**src/rtl/core/abfdr_pkg.sv**
```systemverilog
// Shared types, constants and helper functions for the ADC button conditioner.
package abfdr_pkg;

  localparam int ADC_BITS  = 10;
  localparam int MAX_SHIFT = 8;
  localparam int ACC_W     = ADC_BITS + MAX_SHIFT;
  localparam int ELAPSED_W = 20;
  localparam int SHIFT_W   = 4;
  localparam int CFG_IDX_W = 3;
  localparam int CFG_DATA_W = 20;

  localparam logic [ADC_BITS-1:0]  LEVEL_FULL  = {ADC_BITS{1'b1}};
  localparam logic [ACC_W-1:0]     ACC_MAX     = {ACC_W{1'b1}};
  localparam logic [ELAPSED_W-1:0] ELAPSED_MAX = {ELAPSED_W{1'b1}};
  localparam logic [ACC_W-1:0]     ACC_RESET   = ACC_W'(LEVEL_FULL) << 3;

  // Configuration register indexes.
  localparam logic [CFG_IDX_W-1:0] REG_THRESHOLD_PRESSED  = 3'd0;
  localparam logic [CFG_IDX_W-1:0] REG_THRESHOLD_RELEASED = 3'd1;
  localparam logic [CFG_IDX_W-1:0] REG_REPEAT_DELAY       = 3'd2;
  localparam logic [CFG_IDX_W-1:0] REG_DEBOUNCE_DELAY     = 3'd3;
  localparam logic [CFG_IDX_W-1:0] REG_TICK               = 3'd4;
  localparam logic [CFG_IDX_W-1:0] REG_FILTER_SHIFT       = 3'd5;

  // Reported phase codes.
  localparam logic [1:0] CODE_UP       = 2'd0;
  localparam logic [1:0] CODE_DEBOUNCE = 2'd1;
  localparam logic [1:0] CODE_PRESSED  = 2'd2;

  localparam logic REQ_SAMPLE = 1'b0;
  localparam logic REQ_READ   = 1'b1;

  typedef enum logic [2:0] {
    PH_UP       = 3'b001,
    PH_DEBOUNCE = 3'b010,
    PH_PRESSED  = 3'b100
  } phase_t;

  typedef struct packed {
    logic                req_type;
    logic [ADC_BITS-1:0] adc_sample;
  } in_t;

  typedef struct packed {
    logic                press_valid;
    logic [ADC_BITS-1:0] held_level;
    logic [ADC_BITS-1:0] filtered_level;
    logic [1:0]          fsm_state;
  } out_t;

  typedef struct packed {
    logic [9:0]  threshold_pressed;
    logic [9:0]  threshold_released;
    logic [19:0] repeat_delay_us;
    logic [16:0] debounce_delay_us;
    logic [9:0]  tick_us;
    logic [3:0]  filter_shift;
  } cfg_t;

  typedef struct packed {
    logic [ACC_W-1:0]     integrator;
    phase_t               phase;
    logic [ELAPSED_W-1:0] elapsed_us;
    logic [ADC_BITS-1:0]  pressed_level;
    logic [ADC_BITS-1:0]  output_hold;
  } state_t;

  function automatic logic [1:0] phase_code(input phase_t ph);
    logic [1:0] code;
    case (ph)
      PH_DEBOUNCE: code = CODE_DEBOUNCE;
      PH_PRESSED:  code = CODE_PRESSED;
      default:     code = CODE_UP;
    endcase
    return code;
  endfunction

  // Shift setting clamped into the supported range.
  function automatic logic [SHIFT_W-1:0] eff_shift(input logic [SHIFT_W-1:0] k);
    logic [SHIFT_W-1:0] r;
    if (k == '0) begin
      r = SHIFT_W'(1);
    end else if (k > SHIFT_W'(MAX_SHIFT)) begin
      r = SHIFT_W'(MAX_SHIFT);
    end else begin
      r = k;
    end
    return r;
  endfunction

endpackage

```
**src/rtl/core/abfdr_step.sv**
```systemverilog
// Next-state and result logic for one beat of the button conditioner.
module abfdr_step (
  input  abfdr_pkg::cfg_t   cfg,
  input  abfdr_pkg::state_t st,
  input  abfdr_pkg::in_t    item,
  output abfdr_pkg::state_t st_next,
  output abfdr_pkg::out_t   res
);

  logic [abfdr_pkg::SHIFT_W-1:0]   k;
  logic [abfdr_pkg::ACC_W-1:0]     leak;
  logic [abfdr_pkg::ACC_W:0]       acc_sum;
  logic [abfdr_pkg::ACC_W-1:0]     acc_new;
  logic [abfdr_pkg::ACC_W-1:0]     acc_use;
  logic [abfdr_pkg::ACC_W-1:0]     filt_raw;
  logic [abfdr_pkg::ADC_BITS-1:0]  filt;
  logic [9:0]                      tick;
  logic [abfdr_pkg::ELAPSED_W:0]   elapsed_sum;
  logic [abfdr_pkg::ELAPSED_W-1:0] elapsed_adv;
  logic [abfdr_pkg::ADC_BITS-1:0]  held;
  logic                            is_read;

  assign is_read = (item.req_type == abfdr_pkg::REQ_READ);
  assign k       = abfdr_pkg::eff_shift(cfg.filter_shift);

  // Leaky integrator with saturation on overflow.
  assign leak    = st.integrator >> k;
  assign acc_sum = {1'b0, st.integrator} - {1'b0, leak}
                 + (abfdr_pkg::ACC_W + 1)'(item.adc_sample);
  assign acc_new = acc_sum[abfdr_pkg::ACC_W] ? abfdr_pkg::ACC_MAX
                                              : acc_sum[abfdr_pkg::ACC_W-1:0];

  // A read leaves the integrator alone, so report the current level then.
  assign acc_use  = is_read ? st.integrator : acc_new;
  assign filt_raw = acc_use >> k;
  assign filt     = (|filt_raw[abfdr_pkg::ACC_W-1:abfdr_pkg::ADC_BITS])
                  ? abfdr_pkg::LEVEL_FULL : filt_raw[abfdr_pkg::ADC_BITS-1:0];

  assign tick        = (cfg.tick_us == '0) ? 10'd1 : cfg.tick_us;
  assign elapsed_sum = {1'b0, st.elapsed_us} + (abfdr_pkg::ELAPSED_W + 1)'(tick);
  assign elapsed_adv = elapsed_sum[abfdr_pkg::ELAPSED_W] ? abfdr_pkg::ELAPSED_MAX
                     : elapsed_sum[abfdr_pkg::ELAPSED_W-1:0];

  always_comb begin
    st_next = st;
    if (is_read) begin
      st_next.output_hold = abfdr_pkg::LEVEL_FULL;
    end else begin
      st_next.integrator = acc_new;
      case (st.phase)
        abfdr_pkg::PH_DEBOUNCE: begin
          if (st.elapsed_us < abfdr_pkg::ELAPSED_W'(cfg.debounce_delay_us)) begin
            st_next.elapsed_us = elapsed_adv;
          end else begin
            st_next.pressed_level = filt;
            st_next.output_hold   = filt;
            st_next.elapsed_us    = '0;
            st_next.phase         = abfdr_pkg::PH_PRESSED;
          end
        end
        abfdr_pkg::PH_PRESSED: begin
          if (filt >= cfg.threshold_released) begin
            st_next.phase = abfdr_pkg::PH_UP;
          end else if (cfg.repeat_delay_us != '0) begin
            if (st.elapsed_us < cfg.repeat_delay_us) begin
              st_next.elapsed_us = elapsed_adv;
            end else begin
              st_next.output_hold = st.pressed_level;
              st_next.elapsed_us  = '0;
            end
          end
        end
        default: begin
          st_next.phase = abfdr_pkg::PH_UP;
          if (filt <= cfg.threshold_pressed) begin
            st_next.elapsed_us = '0;
            st_next.phase      = abfdr_pkg::PH_DEBOUNCE;
          end
        end
      endcase
    end
  end

  assign held = is_read ? st.output_hold : st_next.output_hold;

  always_comb begin
    res.press_valid    = (held <= cfg.threshold_pressed);
    res.held_level     = held;
    res.filtered_level = filt;
    res.fsm_state      = abfdr_pkg::phase_code(st_next.phase);
  end

endmodule

```
**src/rtl/core/adc_button_filter_debounce_repeat_unit.sv**
```systemverilog
// Top level of the ADC button conditioner: registers, handshake and output stage.
//
// The block conditions a resistor-ladder push button read through a 10-bit
// converter. Each input beat on the in channel is either a converter sample
// (req_type 0), which updates a leaky integrator and the up, debounce and
// pressed phase machine, or a read (req_type 1), which returns the held level
// and clears it to full scale. Every input beat yields exactly one output beat.
// The result of an input beat accepted at one clock edge is shown on the out
// channel from the next cycle on. Throughput is one beat per cycle while the
// receiver does not stall: the whole update is one pass of logic from the
// state registers to the result register. The input channel stalls only while
// a result waits in the output register and the receiver stalls it, so a new
// beat is taken in the same cycle that the waiting result is taken. While
// out_stall is high the output beat holds steady. Synchronous reset restores
// the default configuration, empties the output register, puts the integrator
// at full scale for the default filter shift and the phase machine in up.
// Configuration writes are registered and are meant for idle periods.
module adc_button_filter_debounce_repeat_unit (
  input  logic                                 clk,
  input  logic                                 rst,
  input  logic                                 in_valid,
  output logic                                 in_stall,
  input  abfdr_pkg::in_t                       in_data,
  output logic                                 out_valid,
  input  logic                                 out_stall,
  output abfdr_pkg::out_t                      out_data,
  input  logic                                 cfg_wr_en,
  input  logic [abfdr_pkg::CFG_IDX_W-1:0]      cfg_index,
  input  logic [abfdr_pkg::CFG_DATA_W-1:0]     cfg_data
);

  abfdr_pkg::cfg_t   cfg;
  abfdr_pkg::state_t st;
  abfdr_pkg::state_t st_next;
  abfdr_pkg::out_t   res;
  logic              in_accept;

  // The output register is free when empty or being drained this cycle.
  assign in_stall  = out_valid & out_stall;
  assign in_accept = in_valid & ~in_stall;

  abfdr_step u_step (
    .cfg     (cfg),
    .st      (st),
    .item    (in_data),
    .st_next (st_next),
    .res     (res)
  );

  // Configuration registers, each keeping only the bits it needs.
  always_ff @(posedge clk) begin
    if (rst) begin
      cfg.threshold_pressed  <= 10'd944;
      cfg.threshold_released <= 10'd964;
      cfg.repeat_delay_us    <= 20'd300000;
      cfg.debounce_delay_us  <= 17'd5000;
      cfg.tick_us            <= 10'd100;
      cfg.filter_shift       <= 4'd3;
    end else if (cfg_wr_en) begin
      case (cfg_index)
        abfdr_pkg::REG_THRESHOLD_PRESSED:  cfg.threshold_pressed  <= cfg_data[9:0];
        abfdr_pkg::REG_THRESHOLD_RELEASED: cfg.threshold_released <= cfg_data[9:0];
        abfdr_pkg::REG_REPEAT_DELAY:       cfg.repeat_delay_us    <= cfg_data[19:0];
        abfdr_pkg::REG_DEBOUNCE_DELAY:     cfg.debounce_delay_us  <= cfg_data[16:0];
        abfdr_pkg::REG_TICK:               cfg.tick_us            <= cfg_data[9:0];
        abfdr_pkg::REG_FILTER_SHIFT:       cfg.filter_shift       <= cfg_data[3:0];
        default: ;
      endcase
    end
  end

  // Conditioner state advances once per accepted beat.
  always_ff @(posedge clk) begin
    if (rst) begin
      st.integrator    <= abfdr_pkg::ACC_RESET;
      st.phase         <= abfdr_pkg::PH_UP;
      st.elapsed_us    <= '0;
      st.pressed_level <= '0;
      st.output_hold   <= abfdr_pkg::LEVEL_FULL;
    end else if (in_accept) begin
      st <= st_next;
    end
  end

  // Output register: holds a result until the receiver takes it.
  always_ff @(posedge clk) begin
    if (rst) begin
      out_valid <= 1'b0;
    end else begin
      out_valid <= in_accept | (out_valid & out_stall);
    end
  end

  always_ff @(posedge clk) begin
    if (in_accept) begin
      out_data <= res;
    end
  end

endmodule

```
**config.mk**
```make
export PLATFORM = sky130hd
export DESIGN_NAME = adc_button_filter_debounce_repeat_unit
export DESIGN_NICKNAME = d
export VERILOG_FILES = /design/src/rtl/core/abfdr_pkg.sv /design/src/rtl/core/abfdr_step.sv /design/src/rtl/core/adc_button_filter_debounce_repeat_unit.sv
export SDC_FILE = /design/constraint.sdc
export NUM_CORES = 1
export LEC_CHECK = 0
export BUFFER_PORTS_ARGS = -buffer_cell sky130_fd_sc_hd__buf_2
export CORE_AREA = 2 2 112 222
export DETAILED_ROUTE_END_ITERATION = 8
export DIE_AREA = 0 0 114 224
export PLACE_DENSITY = 0.66
export SYNTH_ARGS = -nofsm -noshare
export SYNTH_HDL_FRONTEND = slang
export SYNTH_SLANG_ARGS = --single-unit
```
**constraint.sdc**
```tcl
create_clock -name clk -period 19.9 [get_ports clk]
set_clock_uncertainty 0.2 [all_clocks]
set_input_delay 3.98 -clock clk [delete_from_list [all_inputs] [get_ports clk]]
set_output_delay 3.98 -clock clk [all_outputs]
set_load 0.005 [all_outputs]
```
# After elaboration in Yosys (flattened, before gate mapping)
# Index checks and enable logic that the tools add are counted.
dict set report word_totals {
  regBits 156
  latch_bits 0
  ramBits 0
  romBits 0
  output_inout_bits 25
  elab_cells 84
  n_memories 0
}
dict set report op_classes {
  n_addsub 3
  n_mul 0
  div_mod_pow 0
  n_lt_le_gt_ge 6
  eq_ne 11
  shifts 2
  mux 25
  n_bitwise 6
  reduce_logical 15
}
# cell count
set op_table {}
lappend op_table {{$mux 20} 6}
lappend op_table {{$mux 10} 8}
lappend op_table {{$pmux 23 s2} 1}
lappend op_table {{$mux 18} 2}
lappend op_table {{$shr 18x4->18} 2}
lappend op_table {{$mux 33} 1}
lappend op_table {{$mux 22} 1}
lappend op_table {{$add 20x10->21} 1}
lappend op_table {{$le 10x10->1} 2}
lappend op_table {{$lt 20x17->1} 1}
lappend op_table {{$lt 20x20->1} 1}
lappend op_table {{$pmux 10 s2} 1}
lappend op_table {{$reduce_bool 20->1} 1}
lappend op_table {{$add 19x10->19} 1}
lappend op_table {{$sub 18x18->19} 1}
lappend op_table {{$reduce_and 2->1} 7}
lappend op_table {{$eq 3x2->1 const B} 4}
lappend op_table {{$eq 3x3->1 const B} 4}
lappend op_table {{$ge 10x10->1} 1}
lappend op_table {{$logic_not 10->1} 1}
lappend op_table {{$mux 4} 2}
lappend op_table {{$reduce_or 8->1} 1}
lappend op_table {{$mux 3} 2}
lappend op_table {{$reduce_and 5->1} 1}
lappend op_table {{12 further kinds} 15}

# Logic depth before layout (Yosys ltp)
dict set report depth {
  word_depth 17
  depth_mapped 43
  ltp_nobuf 40
}

# Modules after synthesis
# Synthesis repeated with hierarchy kept, for this count alone.
dict set report hier_totals {
  hier_cells 1613
  hier_area_um2 13116.3
}
# mod n_inst cells_each area_each_um2
set by_module_without_submodules {}
lappend by_module_without_submodules {abfdr_step 1 1044 6920.4}
lappend by_module_without_submodules {adc_button_filter_debounce_repeat_unit 1 569 6195.9}

# Worst setup path before layout
# No wires, ideal clock.
dict set report synth_path {
  kind {input to register}
  start {input port in_data[4] in the netlist's numbering}
  end {register out_data[22] in the netlist's numbering, data pin}
  arrival_time_ns 10.293
  required_ns 19.441
  slack_ns 9.148
  cell_stages 32
  n_path_buf 1
  cell_sequence {inv_1 -> fa_1 -> inv_1 -> ha_1 -> a21o_1 -> a221o_1 -> a2111oi_0 -> a211oi_2 -> o41ai_4 -> a21oi_2 -> a2111oi_2 -> and2_1 -> a211oi_2 -> nor3_4 -> ha_1 -> nand2b_1 -> a21o_1 -> a21o_1 -> a211oi_1 -> o21ai_0 -> o21ai_1 -> o2111a_1 -> clkbuf_1 -> o21ai_0 -> nand2_1 -> o21ai_1 -> ha_1 -> nand4_1 -> nor2_1 -> a21oi_1 -> o211ai_1 -> nand2_1}
}
# element line
set synth_lines {}
lappend synth_lines {{start, declared} adc_button_filter_debounce_repeat_unit.sv:23} ;# input abfdr_pkg::in_t in_data,
lappend synth_lines {{end signal, assigned} adc_button_filter_debounce_repeat_unit.sv:96} ;# out_data <= res;
lappend synth_lines {{end, declared} adc_button_filter_debounce_repeat_unit.sv:26} ;# output abfdr_pkg::out_t out_data,

==> flow_summary.toml <==
[sta]
tns_ps = 0
period_minus_slack_ps = 12150
finalMaxSlewViolations = 0
rsz0062_at_grt = "false"
period_share_pct = 61.0
max-slew-margin-rel_pct = 28.3
clock.fmax_ghz = 0.0823
setup_viol = 0
worst_pin_slew_ps = 1080
hold_viol = 0

[logic_synthesis]
synth_top_area_share_pct = 22.8
synth_compound_area_share_pct = 27.3
synth_top_family_by_area = "compound AO/OA/AOI/OAI gates"
synth-seq-cells = 156
synth_edf_count = 23
ys_top_cells_by_area = "dfxtp_1 (23%), ha_1 (11%), nand2_1 (6.8%), a21oi_1 (6.0%), edfxtp_1 (5.9%)"
yosys-mux-area-fraction_pct = 4.42
ys_seq_area_share_pct = 28.7
netlist_area_um2 = 11700
synth_fa_ha_area_share_pct = 12.8
syn_area_per_cell_um2 = 8.00
yosysWarningCount = 0
synth_xor_area_share_pct = 1.20
yosys.area.top_type = "dfxtp_1"
async_flop_share_pct = 0
ys.flop_type = "dfxtp_1"
synth-simple-area-share_pct = 19.4
postSynthCellCount = 1461
ys_types = 93
syn_nets = 1613

[clock_tree]
numCtsBuffers = 17
clk_pin_slew_ps = 70
cts_hold_buf = 0
cts_sinks = 156
root_buffer = "clkbuf_16"
cts_resized = 0
cts_tree = "yes"
clockBufferDepth = 2
cts_max_level = 4
clock_latency_ps = 450
postCtsSetupRepairBufs = 0

[layout]
drive_gt1_share_pct = 10.7
seqCellArea_um2 = 3350
multi_input_area_um2 = 7640
fill_cells = 2341
fin_nets = 1621
antenna_cells = 0
layout_commonest_cell = "nand2_1"
area_growth_pct = 8.83
final_cell_mix = "nand2_1 (211), a21oi_1 (140), dfxtp_1 (133)"
utilization_pct = 53.4

[critical_path]
slowest_delay_ps = 900
crit_slowest_cell = "nor4_1"
worstPathMaxFanout = 13
cp-end-kind = "flip-flop"
cp-start-kind = "primary input"
worstReg2RegEnd = "out_data[22]"
r2r_start = "cfg[1]"
reg2regPathDepth = 37
worst_ep_required_time_ps = 19900
startpoint = "in_data[1]"
endpoint = "out_data[22]"
critical_path_class = "primary input to flip-flop"
reg2reg_slack_ps = 8480
worstPathArrival_ps = 12150

[route]
highest_layer = "met4"
drc = 0
wl_met2_mm = 21.9
totalWireLength_mm = 40.3
drt-initial-drc-count = 594
ant_nets = 0
firstDrtPassIters = 6
via_count = 11200
via_per_inst = 6.30
wl_met3_mm = 1.33
met1_length_mm = 12.6
wl_per_cell_um = 22.8

[power_and_ir_drop]
clkPwrFrac_pct = 30.8
comb_power_share_pct = 36.9
p_switching_w = 0.000414
intPower_w = 0.000641
leakage_nw = 5.09
power_density_nw_per_um2 = 82.9
vdd_drop_max_uv = 65.6
swShare_pct = 39.2
seq_power_share_pct = 32.3

[global_route]
grt_usage_pct = 31.9
grt_pass1_vias = 11300
overflow = 0
antenna_found_initial = 0
grt_pass1_wl_mm = 61.6
grt_max_degree = 102

[die]
ios = 64
core_area_um2 = 23800
die_w_um = 114
dieArea_um2 = 25500
num_rows = 80
start_util_pct = 49.1
die_h_um = 224

[place]
dp_hpwl_mm = 31.3
port-buffer-count = 63
globalplace.congestion = 0.976

[min_path]
min_path_type = "flip-flop to flip-flop"

[outcome]
outcome = "finished clean"

[flow_run]
cap_violations = 0
==> worst min-delay path by stage <==
stage              end  slack (ps)    start  cells after the start
2_1_floorplan   st[14]         230   st[14]                      2
3_3_place_gp    st[11]         240   st[11]                      2
3_5_place_dp   cfg[52]         250  cfg[52]                      2
4_1_cts        cfg[52]         260  cfg[52]                      2
5_1_grt         st[11]         280   st[11]                      2
6_report       cfg[52]         250  cfg[52]                      2
==> flip-flops by register name, indices dropped and copies added, names as in the netlist <==
register	flops
cfg	71
out_data	23
out_valid	1
st	61
==> cell usage after synthesis (all sizes together), types with 21 or more instances <==
cell type and count:
edfxtp 23, clkbuf 73, ha 102, inv 93
o21a 21, o211ai 26, nand2 213, a211oi 29
a21o 31, dfxtp 133, a21oi 142, mux2i 37
o21ai 61, a211o 22, nor2 105, nor3 30
nand3 28
==> critical path, delay by kind of cell <==
| family | cells | cell delay, ps |
|---|---|---|
| and+or+nand+nor | 9 | 2550 |
| AOI/OAI and AO/OA | 16 | 3890 |
| adders and majority gates | 4 | 1600 |
| buffers and inverters | 1 | 110 |
==> final cells by class <==
type	instances	share of cell area [%]
flip-flops and latches	156	26.3
clock inverters	14	1.05
repair buffers	79	3.44
inverters	94	2.77
clock buffers	18	3.54
multi-input cells	1121	60.0
well taps	287	2.82
==> power by group through the flow <==
stage,sequential (W),combinational [W],clock (W)
5_1_grt,0.000341,0.000418,0.000340
2_1_floorplan,0.000342,0.000272,0
6_report,0.000341,0.000389,0.000325
3_5_place_dp,0.000347,0.000379,0
3_3_place_gp,0.000347,0.000376,0
4_1_cts,0.000340,0.000381,0.000329
==> per-layer routing <==
metal / vias to the layer above / GRT usage [%]
met3: 215 / 5.17
li1: 5306 / -
met4: 0 / 30.8
met1: 5259 / 27.0
met2: 370 / 60.0
met5: - / 0
==> logic make-up after synthesis <==
| family | Yosys count |
|---|---|
| and+or+nand+nor | 488 |
| AOI/OAI and AO/OA | 455 |
| buffers and inverters | 184 |
| DFF | 156 |
| adders and majority gates | 113 |
| muxes | 48 |
| xor gates and xnor gates | 16 |
| other | 1 |
==> metrics by stage <==
stage | std cells | setup WS (ps) | hold slack, ps | power (W) | instance area (µm²)
final | 1769 | 7750 | 254 | 0.00105 | 12700
after floorplan | 1461 | 9150 | 231 | 0.000613 | 11700
after global placement | 1737 | 7610 | 242 | 0.000723 | 12100
after detailed placement | 1737 | 7520 | 247 | 0.000726 | 12100
after global routing | 1769 | 7360 | 277 | 0.00110 | 12700
after CTS | 1769 | 7940 | 256 | 0.00105 | 12700
No activity file was read; power rests on OpenSTA's default activity.
